`src/rtl/core/swk_pkg.sv`:
```
// swk_pkg: shared widths, constants, cordic arctangent table and item structs
// for the swerve wheel kinematics block; used by swk_cordic_cell and swerve_wheel_kinematics
`default_nettype none

package swk_pkg;

  // cordic step count default and table depth
  localparam int CORDIC_STEPS_DEF = 16;
  localparam int MAX_STEPS        = 24;

  // datapath widths
  localparam int RW  = 28;  // rotation x/y (q.22 plus growth)
  localparam int RZW = 26;  // rotation angle accumulator, deg * 2^16
  localparam int TW  = 25;  // turn terms
  localparam int GW  = 26;  // gain compensated rotation result
  localparam int PW  = 27;  // swerve terms a, b, c, d
  localparam int VW  = 30;  // vectoring x/y
  localparam int VZW = 27;  // vectoring angle accumulator
  localparam int SW  = 20;  // rounded speed before scaling
  localparam int ATW = 23;  // arctangent table entries

  localparam logic [15:0] INV_GAIN  = 16'd39797;
  localparam logic [15:0] RATIO_RST = 16'd46341;

  localparam logic signed [17:0] HEAD_HALF    = 18'sd23040;
  localparam logic signed [17:0] HEAD_QUARTER = 18'sd11520;
  localparam logic signed [17:0] HEAD_TURN    = 18'sd46080;

  localparam logic signed [VZW-1:0] Z_HALF_TURN = 27'sd11796480;
  localparam logic signed [18:0]    ANG_MAX     = 19'sd23040;
  localparam logic signed [21:0]    SPEED_MAX   = 22'sd32767;

  // register indexes
  localparam logic [2:0] REG_LENGTH_RATIO = 3'd0;
  localparam logic [2:0] REG_WIDTH_RATIO  = 3'd1;
  localparam logic [2:0] REG_X_DEADBAND   = 3'd2;
  localparam logic [2:0] REG_Y_DEADBAND   = 3'd3;
  localparam logic [2:0] REG_TURN_POS_DB  = 3'd4;
  localparam logic [2:0] REG_TURN_NEG_DB  = 3'd5;

  // atan(2^-i) in degrees * 2^16
  function automatic logic [ATW-1:0] atan_deg16(input int i);
    logic [ATW-1:0] v;
    case (i)
      0:  v = 23'd2949120;
      1:  v = 23'd1740967;
      2:  v = 23'd919879;
      3:  v = 23'd466945;
      4:  v = 23'd234379;
      5:  v = 23'd117304;
      6:  v = 23'd58666;
      7:  v = 23'd29335;
      8:  v = 23'd14668;
      9:  v = 23'd7334;
      10: v = 23'd3667;
      11: v = 23'd1833;
      12: v = 23'd917;
      13: v = 23'd458;
      14: v = 23'd229;
      15: v = 23'd115;
      16: v = 23'd57;
      17: v = 23'd29;
      18: v = 23'd14;
      19: v = 23'd7;
      20: v = 23'd4;
      21: v = 23'd2;
      22: v = 23'd1;
      default: v = 23'd0;
    endcase
    return v;
  endfunction

  // sideband carried along the rotation cells
  typedef struct packed {
    logic signed [TW-1:0] tl;
    logic signed [TW-1:0] tw;
    logic                 teleop;
    logic [14:0]          scale;
  } rot_side_t;

  // sideband carried along the vectoring cells
  typedef struct packed {
    logic [3:0]  zero;
    logic        teleop;
    logic [14:0] scale;
  } vec_side_t;

  typedef struct packed {
    logic [14:0]        fl_spd;
    logic [14:0]        fr_spd;
    logic [14:0]        bl_spd;
    logic [14:0]        br_spd;
    logic signed [15:0] fl_ang;
    logic signed [15:0] fr_ang;
    logic signed [15:0] bl_ang;
    logic signed [15:0] br_ang;
  } result_t;

endpackage

`default_nettype wire

```
`src/rtl/core/swk_cordic_cell.sv`:
```
// swk_cordic_cell: one registered cordic micro-rotation, rotation or vectoring
// depends on swk_pkg for the arctangent table
`default_nettype none

module swk_cordic_cell #(
  parameter int STEP = 0,
  parameter bit VEC  = 1'b0,
  parameter int W    = swk_pkg::RW,
  parameter int ZW   = swk_pkg::RZW
) (
  input  logic                 clk,
  input  logic                 en,
  input  logic signed [W-1:0]  x_i,
  input  logic signed [W-1:0]  y_i,
  input  logic signed [ZW-1:0] z_i,
  output logic signed [W-1:0]  x_o,
  output logic signed [W-1:0]  y_o,
  output logic signed [ZW-1:0] z_o
);

  localparam logic signed [ZW-1:0] ATAN =
    $signed({{(ZW-swk_pkg::ATW){1'b0}}, swk_pkg::atan_deg16(STEP)});

  logic signed [W-1:0]  x_r, y_r, x_nxt, y_nxt, xs, ys;
  logic signed [ZW-1:0] z_r, z_nxt;
  logic                 sub;

  always_comb begin
    xs  = x_i >>> STEP;
    ys  = y_i >>> STEP;
    // vectoring drives y to zero, rotation drives z to zero
    sub = VEC ? y_i[W-1] : !z_i[ZW-1];
    if (sub) begin
      x_nxt = x_i - ys;
      y_nxt = y_i + xs;
      z_nxt = z_i - ATAN;
    end else begin
      x_nxt = x_i + ys;
      y_nxt = y_i - xs;
      z_nxt = z_i + ATAN;
    end
  end

  always_ff @(posedge clk) begin
    if (en) begin
      x_r <= x_nxt;
      y_r <= y_nxt;
      z_r <= z_nxt;
    end
  end

  assign x_o = x_r;
  assign y_o = y_r;
  assign z_o = z_r;

endmodule

`default_nettype wire

```
`config.mk`:
```
export PLATFORM = sky130hd
export DESIGN_NAME = swk_cordic_cell
export DESIGN_NICKNAME = d
export VERILOG_FILES = /design/src/rtl/core/swk_pkg.sv /design/src/rtl/core/swk_cordic_cell.sv
export SDC_FILE = /design/constraint.sdc
export NUM_CORES = 1
export LEC_CHECK = 0
export BUFFER_PORTS_ARGS = -buffer_cell sky130_fd_sc_hd__buf_2
export CAP_MARGIN = 15
export CORE_MARGIN = 2
export CORE_UTILIZATION = 42
export DETAILED_ROUTE_END_ITERATION = 16
export PLACE_DENSITY = 0.61
export REMOVE_ABC_BUFFERS = 1
export SLEW_MARGIN = 20
export SYNTH_ARGS = -nofsm -noshare
export SYNTH_HDL_FRONTEND = slang
export SYNTH_SLANG_ARGS = --single-unit
```
`constraint.sdc`:
```
create_clock -name clk -period 3.4 [get_ports clk]
set_clock_uncertainty 0.1 [all_clocks]
set_input_delay 0.34 -clock clk [delete_from_list [all_inputs] [get_ports clk]]
set_output_delay 0.34 -clock clk [all_outputs]
set_load 0.01 [all_outputs]
```
==> out/metrics.cfg, run 1 <==
[run_status]
outcome=completed

[finish]
fill_cells=1675
antenna_cells=0
layout_commonest_cell=buf_2
area_delta_synth_final_pct=19.4
nNetsFinal=1169
stdcell_count=1214
final_cell_mix=buf_2, ha_1, a21oi_1, edfxtp_1, inv_1
drive_gt1_share_pct=23.0

[die]
start_util_pct=43.2
die_x_um=138
die-area_um2=19000
std_cell_rows=48
ios=166
core_area_um2=17400
fp.dieH_um=138

[place]
dpl.hpwl_um=15900
post-place-cells=1197
place_congestion=0.911
portBuffers=165

[sta]
fmax_mhz=340
setup-tns-final_ns=0
maxSlewHeadroom_pct=55.1
finalHoldViolCount=0
period_share_pct=86.4
finalSetupViolCount=0
slew_violations=0
rsz0062_at_grt=no
worst_pin_slew_ns=0.673
layout_min_cycle_time_ns=2.94

[worst_setup_path]
crit_family=compound AO/OA/AOI/OAI gates
crit_path_max_incr_delay_ns=0.50
end_kind=register
cp_max_fo=4
crit_path_cell_trace=buf_2 -> inv_1 -> ha_1 -> fa_1 -> nor2b_1 -> o31ai_1 -> a211oi_2 -> a21oi_2 -> o41ai_1 -> nor2b_1 -> o32ai_1 -> xnor2_1
cp_num_buf_inv=2
path_class=in -> reg
cp.arrival_ns=2.94
crit_required_ns=3.40
cp-start-kind=primary input
cp_common_cell=nor2b_1
cp_slowest_cell=o41ai_1

[clock_network]
clk_pin_slew_worst_paths_ns=0.07
cts_tree=yes
h-tree-depth=3
cts-root-buf=clkbuf_16
post-cts-setup-buffer-count=0
hold_buffers=0
cts-resized-gates=0
cts_buffer_depth=2
numCtsBuffers=9
cts_sinks=81

[routing]
viasPerCell=5.43
num_vias=6597
route.detailed.drc=0
routed_wl_um=20600
routedWlPerCell_um=17.0
first_iter_violations=425
dr.pass1.iters=5
ant_nets=0

[global_routing]
grt_max_degree=82
grt_pass1_wl_um=31600
grt_pass1_vias=6220
track_usage_pct=21.5
grt_antenna_before_repair=0
globalRouteOverflowTotal=0

[synth]
synth_area_leaders=edfxtp_1, ha_1, a21oi_1
yosysTopAreaCell=edfxtp_1
yosysWarnings=0
synth_top_area_share_pct=32.3
synth_ff_type=edfxtp_1
synth_edf_count=81
synthCells=823
yosysSeqAreaShare_pct=32.3
syn_area_um2=7520
synth_seq_cells=81
yosysUniqueCellTypes=75
synthArstFlopShare_pct=0
avgSynthCellArea_um2=9.14

[power]
power-per-cell-area_nw_per_um2=421
ir_drop_v=0.000271
leakagePower_nw=4.06

[worst_hold_path]
hp-class=in -> reg

[flow_run]
maxCapViolations=0

[synth_stat cells, types with 13 or more instances]
master and instances:
a21oi_1 95, xnor2_1 53, nor3_1 18, nor2_1 56, o21ai_0 38, ha_1 97, nand3_1 14, mux2i_1 13
inv_1 80, edfxtp_1 81, clkbuf_1 15, a21o_1 20, o21bai_1 13, nand2_1 36
[logic make-up (layout without fill, tap and decap cells)]
| kind of cell | Yosys count | in the layout | synth area share (%) |
|---|---|---|---|
| multiplexers | 13 | 13 | 1.73 |
| AND/OR/NAND/NOR | 183 | 183 | 11.9 |
| adder cells (fa/ha/maj) | 101 | 101 | 17.2 |
| AO/OA/AOI/OAI | 263 | 263 | 23.4 |
| buffers and inverters | 122 | 288 | 6.42 |
| XOR/XNOR | 60 | 60 | 6.99 |
| flip-flops | 81 | 81 | 32.3 |
[registers in the layout (all words and copies together), names as in the netlist]
register,count
y_o,28
z_o,26
x_o,27
[through the flow]
step           hold slack [ns]  worst slack (ns)  util [%]  total power [W]  cell area, um2
2_1_floorplan            0.339             0.598         -          0.00217            7350
3_3_place_gp             0.417             0.277      49.5          0.00266            8630
5_1_grt                 0.0571             0.328      51.6          0.00397            8980
4_1_cts                 0.0575             0.573      51.4          0.00379            8960
6_report                0.0668             0.461      51.6          0.00378            8980
3_5_place_dp             0.418             0.217      49.5          0.00266            8630
[cell type report]
cell class	instances	area, um2	area share (%)
clock buffers	9	225	2.51
inverters	84	317	3.53
well taps	225	282	3.14
repair buffers	188	1010	11.3
multi-input cells	620	4600	51.3
flip-flops and latches	81	2430	27.1
clock inverters	7	106	1.18
[layer usage]
metal  vias to the layer above  global-route usage, %  share of wire, %
met5                         -                      0                 0
met4                         0                   7.09               1.9
met3                        33                   2.17               6.1
met2                       268                   34.8                46
met1                      3029                   30.0                46
li1                       3267                      -                 -
[report_power, final]
part,internal (W),total (W),switching (W)
clock network,0.000659,0.00112,0.000463
registers,0.00130,0.00134,0.0000357
logic,0.000534,0.00132,0.000786
total,0.00249,0.00378,0.00128
[worst paths after layout]
kind | start | endpoint | depth (start not counted)
worst max-delay path | x_i[0] | x_o[26] | 12
worst min-delay path | z_i[1] | z_o[1] | 1
Note: power is estimated with default switching activity, not from simulation.
==> inputs of run 2 (changes only) <==
--- a/config.mk
+++ b/config.mk
@@ -10,6 +10,7 @@
 export CORE_MARGIN = 2
 export CORE_UTILIZATION = 42
 export DETAILED_ROUTE_END_ITERATION = 16
+export MAX_ROUTING_LAYER = met4
 export PLACE_DENSITY = 0.61
 export REMOVE_ABC_BUFFERS = 1
 export SLEW_MARGIN = 20
==> run 2 against run 1 <==
Count of clock-buffer cells in the layout stayed put. Worst hold slack got worse by 0.0067 ns. Critical endpoint unchanged. Combinational power about the same. Highest routed layer unchanged.
==> out/metrics.cfg, run 2 (same netlist as run 1, synthesis figures left out) <==
[die]
start_util_pct=43.2  ; unchanged
fp.dieH_um=138  ; unchanged
std_cell_rows=48  ; unchanged
core_area_um2=17400  ; unchanged
ios=166  ; unchanged
die-area_um2=19000  ; unchanged
die_x_um=138  ; unchanged

[finish]
layout_commonest_cell=buf_2
nNetsFinal=1169  ; unchanged
drive_gt1_share_pct=22.9  ; -0.10 points
area_delta_synth_final_pct=18.8
antenna_cells=0  ; unchanged
largest_reg_flops=28  ; unchanged
post-route-util_pct=51.3  ; -0.25 points
final_cell_mix=buf_2, ha_1, a21oi_1, edfxtp_1, inv_1

[clock_network]
clk_pin_slew_worst_paths_ns=0.07  ; about the same
cts-root-buf=clkbuf_16
h-tree-depth=3  ; unchanged
post-cts-setup-buffer-count=0  ; unchanged
cts-resized-gates=0  ; unchanged
cts_sinks=81  ; unchanged
cts_tree=yes
cts_buffer_depth=2  ; unchanged
numCtsBuffers=9  ; unchanged
hold_buffers=0  ; unchanged

[sta]
finalHoldViolCount=0  ; unchanged
finalSetupViolCount=0  ; unchanged
setup-tns-final_ns=0  ; unchanged
worst_pin_slew_ns=0.657  ; -0.0157 ns
period_share_pct=85.0  ; -1.4 points
layout_min_cycle_time_ns=2.89  ; -0.0475 ns
fmax_mhz=346  ; +1.6%
rsz0062_at_grt=no
maxSlewHeadroom_pct=56.2  ; +1.0 points
slew_violations=0  ; unchanged

[run_status]
outcome=completed

[place]
dpl.hpwl_um=15900  ; +0.13%
place_congestion=0.919  ; +0.90%
portBuffers=165  ; unchanged

[worst_setup_path]
cp_num_buf_inv=2  ; unchanged
path_class=in -> reg
cp-start-kind=primary input
cp.arrival_ns=2.89  ; -0.05 ns
crit_path_cell_trace=buf_2 -> inv_1 -> ha_1 -> fa_1 -> nor2b_1 -> o31ai_1 -> a211oi_2 -> a21oi_2 -> o41ai_1 -> nor2b_1 -> o32ai_1 -> xnor2_1
crit_required_ns=3.40  ; about the same
cp_max_fo=4  ; unchanged
end_kind=register
cp_slowest_cell=o41ai_1
cp_common_cell=nor2b_1
crit_path_max_incr_delay_ns=0.47  ; -0.03 ns
crit_family=compound AO/OA/AOI/OAI gates

[global_routing]
track_usage_pct=22.2  ; +0.75 points
grt_antenna_before_repair=0  ; unchanged
grt_pass1_wl_um=31600  ; about the same
grt_pass1_vias=6066  ; -2.5%
grt_max_degree=82  ; unchanged
globalRouteOverflowTotal=0  ; unchanged

[routing]
routedWlPerCell_um=16.9  ; -0.50%
ant_nets=0  ; unchanged
first_iter_violations=571  ; +34%
routed_wl_um=20500  ; -0.50%
dr.pass1.iters=5  ; unchanged
route.detailed.drc=0  ; unchanged
viasPerCell=5.42  ; -0.20%
num_vias=6584  ; -0.20%

[worst_hold_path]
hp-class=in -> reg

[power]
ir_drop_v=0.000247  ; -8.6%
power-per-cell-area_nw_per_um2=405  ; -3.8%
leakagePower_nw=4.03  ; -0.79%

[flow_run]
maxCapViolations=0  ; unchanged

run 2: cell types whose count changed in the layout (fill, tap and decap cells not counted):
cell and delta:
clkinvlp_4 +3, bufinv_16 -2, inv_6 -2, buf_12 -1, buf_16 +1, clkinv_1 +1
run 2: final timing paths:
path / end / cells after the start / startpoint / slack, ns
worst min-delay path: z_o[1] / 1 / z_i[1] / 0.06
worst max-delay path: x_o[26] / 12 / x_i[0] / 0.51
run 2: area by class of cell:
| type | count | area, um2 |
|---|---|---|
| fillers | 1690 | 8480 |
| multi-input cells | 620 | 4600 |
| flip-flops and latches | 81 | 2430 |
| repair buffers | 188 | 1020 |
| inverters | 84 | 317 |
| well taps | 225 | 282 |
| clock buffers | 9 | 225 |
| clock inverters | 7 | 55.1 |
run 2: power by group:
| part | switching [W] | internal [W] | total (W) |
|---|---|---|---|
| Sequential | 0.0000368 | 0.00130 | 0.00134 |
| Combinational | 0.000784 | 0.000535 | 0.00132 |
| Clock | 0.000456 | 0.000502 | 0.000959 |
run 2: stage by stage:
| step | total power (W) | cells | instance area (um2) | hold slack (ns) | setup WS [ns] |
|---|---|---|---|---|---|
| after CTS | 0.00363 | 1213 | 8910 | 0.0510 | 0.574 |
| after global routing | 0.00382 | 1214 | 8940 | 0.0508 | 0.338 |
| after floorplan | 0.00217 | 785 | 7350 | 0.339 | 0.598 |
| final | 0.00362 | 1214 | 8940 | 0.0601 | 0.509 |
| after global placement | 0.00266 | 1197 | 8630 | 0.417 | 0.253 |
| after detailed placement | 0.00266 | 1197 | 8630 | 0.419 | 0.204 |
run 2: layer usage:
layer,vias to the layer above,wire (um),GRT usage [%]
met2,241,9600,35.2
met1,3063,9370,30.4
met5,-,0,-
li1,3261,-,-
met3,19,1300,2.91
met4,0,263,5.33
==> inputs of run 3 (changes only) <==
--- a/config.mk
+++ b/config.mk
@@ -5,13 +5,14 @@
 export SDC_FILE = /design/constraint.sdc
 export NUM_CORES = 1
 export LEC_CHECK = 0
+export ABC_AREA = 1
 export BUFFER_PORTS_ARGS = -buffer_cell sky130_fd_sc_hd__buf_2
 export CAP_MARGIN = 15
 export CORE_MARGIN = 2
 export CORE_UTILIZATION = 42
 export DETAILED_ROUTE_END_ITERATION = 16
 export MAX_ROUTING_LAYER = met4
-export PLACE_DENSITY = 0.61
+export PLACE_DENSITY = 0.6
 export REMOVE_ABC_BUFFERS = 1
 export SLEW_MARGIN = 20
 export SYNTH_ARGS = -nofsm -noshare
==> run 3 against run 2 <==
Critical path depth up 1. Setup slack improved by 0.35 ns. First-iteration DRC count up 23%. Synthesized area rose by 21%. Count of clock-buffer cells in the layout unchanged. Global-route usage is 4.6 points higher. Critical path type unchanged. Largest power group is now combinational cells. Highest routed layer unchanged.
==> out/metrics.cfg, run 3 <==
[place]
post-place-cells=1785  ; +49%
portBuffers=165  ; unchanged
dpl.hpwl_um=24200  ; +52%
place_congestion=0.947  ; +3.0%
dp_slack_ns=0.577  ; +0.373 ns

[power]
p_switching_w=0.00149  ; +17%
internal_power_w=0.00226  ; -3.4%
power-per-cell-area_nw_per_um2=362  ; -11%
power_frac_comb_pct=39.2  ; +2.7 points
swShare_pct=39.8  ; +4.4 points
power_frac_seq_pct=34.5  ; -2.5 points
leakagePower_nw=5.62  ; +40%
clkPwrFrac_pct=26.3  ; -0.2 points
ir_drop_v=0.000183  ; -26%

[routing]
route.detailed.drc=0  ; unchanged
routed_wl_um=29400  ; +43%
num_vias=9260  ; +41%
viasPerCell=5.14  ; -5.2%
ant_nets=0  ; unchanged
dr.pass1.iters=6  ; +1
routedWlPerCell_um=16.3  ; -3.3%
first_iter_violations=701  ; +23%

[clock_network]
cts-resized-gates=0  ; unchanged
cts_sinks=81  ; unchanged
cts-root-buf=clkbuf_16
hold_buffers=0  ; unchanged
h-tree-depth=3  ; unchanged
cts_tree=yes
cts_buffer_depth=2  ; unchanged
post-cts-setup-buffer-count=0  ; unchanged
clk_pin_slew_worst_paths_ns=0.07  ; about the same
numCtsBuffers=9  ; unchanged

[sta]
finalHoldViolCount=0  ; unchanged
maxSlewHeadroom_pct=49.8  ; -6.4 points
slew_violations=0  ; unchanged
fmax_mhz=393  ; +14%
fin_ws_ns=0.855  ; +0.346 ns
finalSetupViolCount=0  ; unchanged
period_share_pct=74.9  ; -10 points
worst_pin_slew_ns=0.754  ; +0.0964 ns
setup-tns-final_ns=0  ; unchanged
rsz0062_at_grt=no
layout_min_cycle_time_ns=2.55  ; -0.346 ns

[synth]
synthAdderAreaFrac_pct=14.2  ; -3.0 points
synthMuxAreaShare_pct=0  ; -1.7 points
synth-xor-area-share_pct=2.21  ; -4.8 points
ys_top_cells_by_count=nand2_1, inv_1, nand3_1
yosysUniqueCellTypes=39  ; -48%
synthArstFlopShare_pct=0  ; unchanged
synth_edf_count=81  ; unchanged
synth_top_area_share_pct=26.7  ; -5.7 points
synthMostInstantiatedCell=nand2_1
synth_ff_type=edfxtp_1
yosysWarnings=0  ; unchanged
synth_compound_area_share_pct=11.2  ; -12 points
avgSynthCellArea_um2=6.63  ; -27%
yosysSeqAreaShare_pct=26.7  ; -5.7 points
synth_top_family_by_area=simple AND/OR/NAND/NOR gates
syn_area_um2=9120  ; +21%
synthCells=1375  ; +67%
synth_seq_cells=81  ; unchanged
yosysTopAreaCell=edfxtp_1
synth_area_leaders=edfxtp_1, nand2_1, ha_1
yosys.area_share.simple_pct=32.9  ; +21 points

[worst_setup_path]
cp.arrival_ns=2.55  ; -0.34 ns
crit_required_ns=3.40  ; about the same
path_class=in -> reg
end_kind=register
cp_max_fo=11  ; +7
cp-start-kind=primary input

[die]
std_cell_rows=53  ; +10%
ios=166  ; unchanged
die-area_um2=22900  ; +21%
die_x_um=151  ; +9.8%
core_area_um2=21200  ; +21%
fp.dieH_um=151  ; +9.8%
start_util_pct=43.1  ; -0.057 points

[finish]
drive_gt1_share_pct=14.9  ; -8.0 points
final_cell_mix=nand2_1, inv_1, buf_2, nand3_1, ha_1
nNetsFinal=1706  ; +46%
area_delta_synth_final_pct=13.6
largest_reg_flops=28  ; unchanged
multi_input_area_um2=5520  ; +20%
antenna_cells=0  ; unchanged
stdcell_count=1801  ; +48%
layout_commonest_cell=nand2_1
ff_latch_area_um2=2430  ; unchanged
fill_cells=2230  ; +32%

[global_routing]
grt_max_degree=58  ; -29%
grt_pass1_vias=8886  ; +46%
globalRouteOverflowTotal=0  ; unchanged
grt_antenna_before_repair=0  ; unchanged
track_usage_pct=26.8  ; +4.6 points
grt_pass1_wl_um=45700  ; +45%

[worst_hold_path]
holdPathStages=1  ; unchanged
hp-class=in -> reg

[run_status]
outcome=completed

[flow_run]
maxCapViolations=0  ; unchanged

-- run 3: cell types whose count changed after synthesis, sizes merged, moves of 17 or more --
| cell | previous run | this run |
|---|---|---|
| nand2 | 37 | 446 |
| inv | 82 | 240 |
| nand3 | 14 | 132 |
| xnor2 | 53 | 2 |
| nor2 | 56 | 91 |
| nand4 | 7 | 30 |
| nor3 | 20 | 2 |
| a21o | 20 | 3 |
-- run 3: path summary, 6_finish.rpt --
path                    from  endpoint
worst max-delay path  x_i[8]   y_o[27]
worst min-delay path  z_i[0]    z_o[0]
-- run 3: per-layer routing --
| layer | global-route usage [%] | vias up | part of all wire, % |
|---|---|---|---|
| li1 | - | 4702 | - |
| met1 | 35.2 | 4190 | 45 |
| met2 | 43.7 | 334 | 46 |
| met3 | 2.59 | 34 | 6.7 |
| met4 | 8.55 | 0 | 2.4 |
| met5 | - | - | 0 |
-- run 3: per-stage QoR --
step | util (%) | power (W) | area [um2] | hold WS, ns
2_1_floorplan | - | 0.00224 | 8860 | 0.339
3_3_place_gp | 47.6 | 0.00277 | 10100 | 0.417
3_5_place_dp | 47.6 | 0.00277 | 10100 | 0.418
4_1_cts | 49.0 | 0.00377 | 10400 | 0.0486
5_1_grt | 49.0 | 0.00400 | 10400 | 0.0454
6_report | 49.0 | 0.00375 | 10400 | 0.0623
-- run 3: cell type report --
cell class              instances  share of cell area, %
clock buffers                   9                   2.17
multi-input cells            1017                   53.3
clock inverters                 7                  0.580
inverters                     241                   8.73
well taps                     275                   3.32
repair buffers                171                   8.43
flip-flops and latches         81                   23.5
-- run 3: kinds of logic after synthesis --
family | count (synthesis)
AO/OA/AOI/OAI | 185
XOR/XNOR | 23
adder cells (fa/ha/maj) | 101
flip-flops | 81
AND/OR/NAND/NOR | 708
buffers and inverters | 277
-- run 3: worst max-delay path, cell delays in order --
cell      delay [ns]
buf_2           0.10
inv_1           0.04
ha_1            0.63
nand2_1         0.28
nor2_1          0.34
and2_1          0.20
nand2_1         0.07
nand3b_2        0.17
nand2_1         0.10
nand2_1         0.08
nand2_1         0.05
nand3_1         0.06
nand2_1         0.07
-- run 3: power by group through the flow --
stage	Combinational, W	Clock [W]	Sequential [W]
floorplan	0.000841	0	0.00140
global placement	0.00145	0	0.00132
detailed placement	0.00146	0	0.00132
CTS	0.00146	0.00101	0.00130
global route	0.00165	0.00105	0.00131
finish	0.00147	0.000985	0.00129
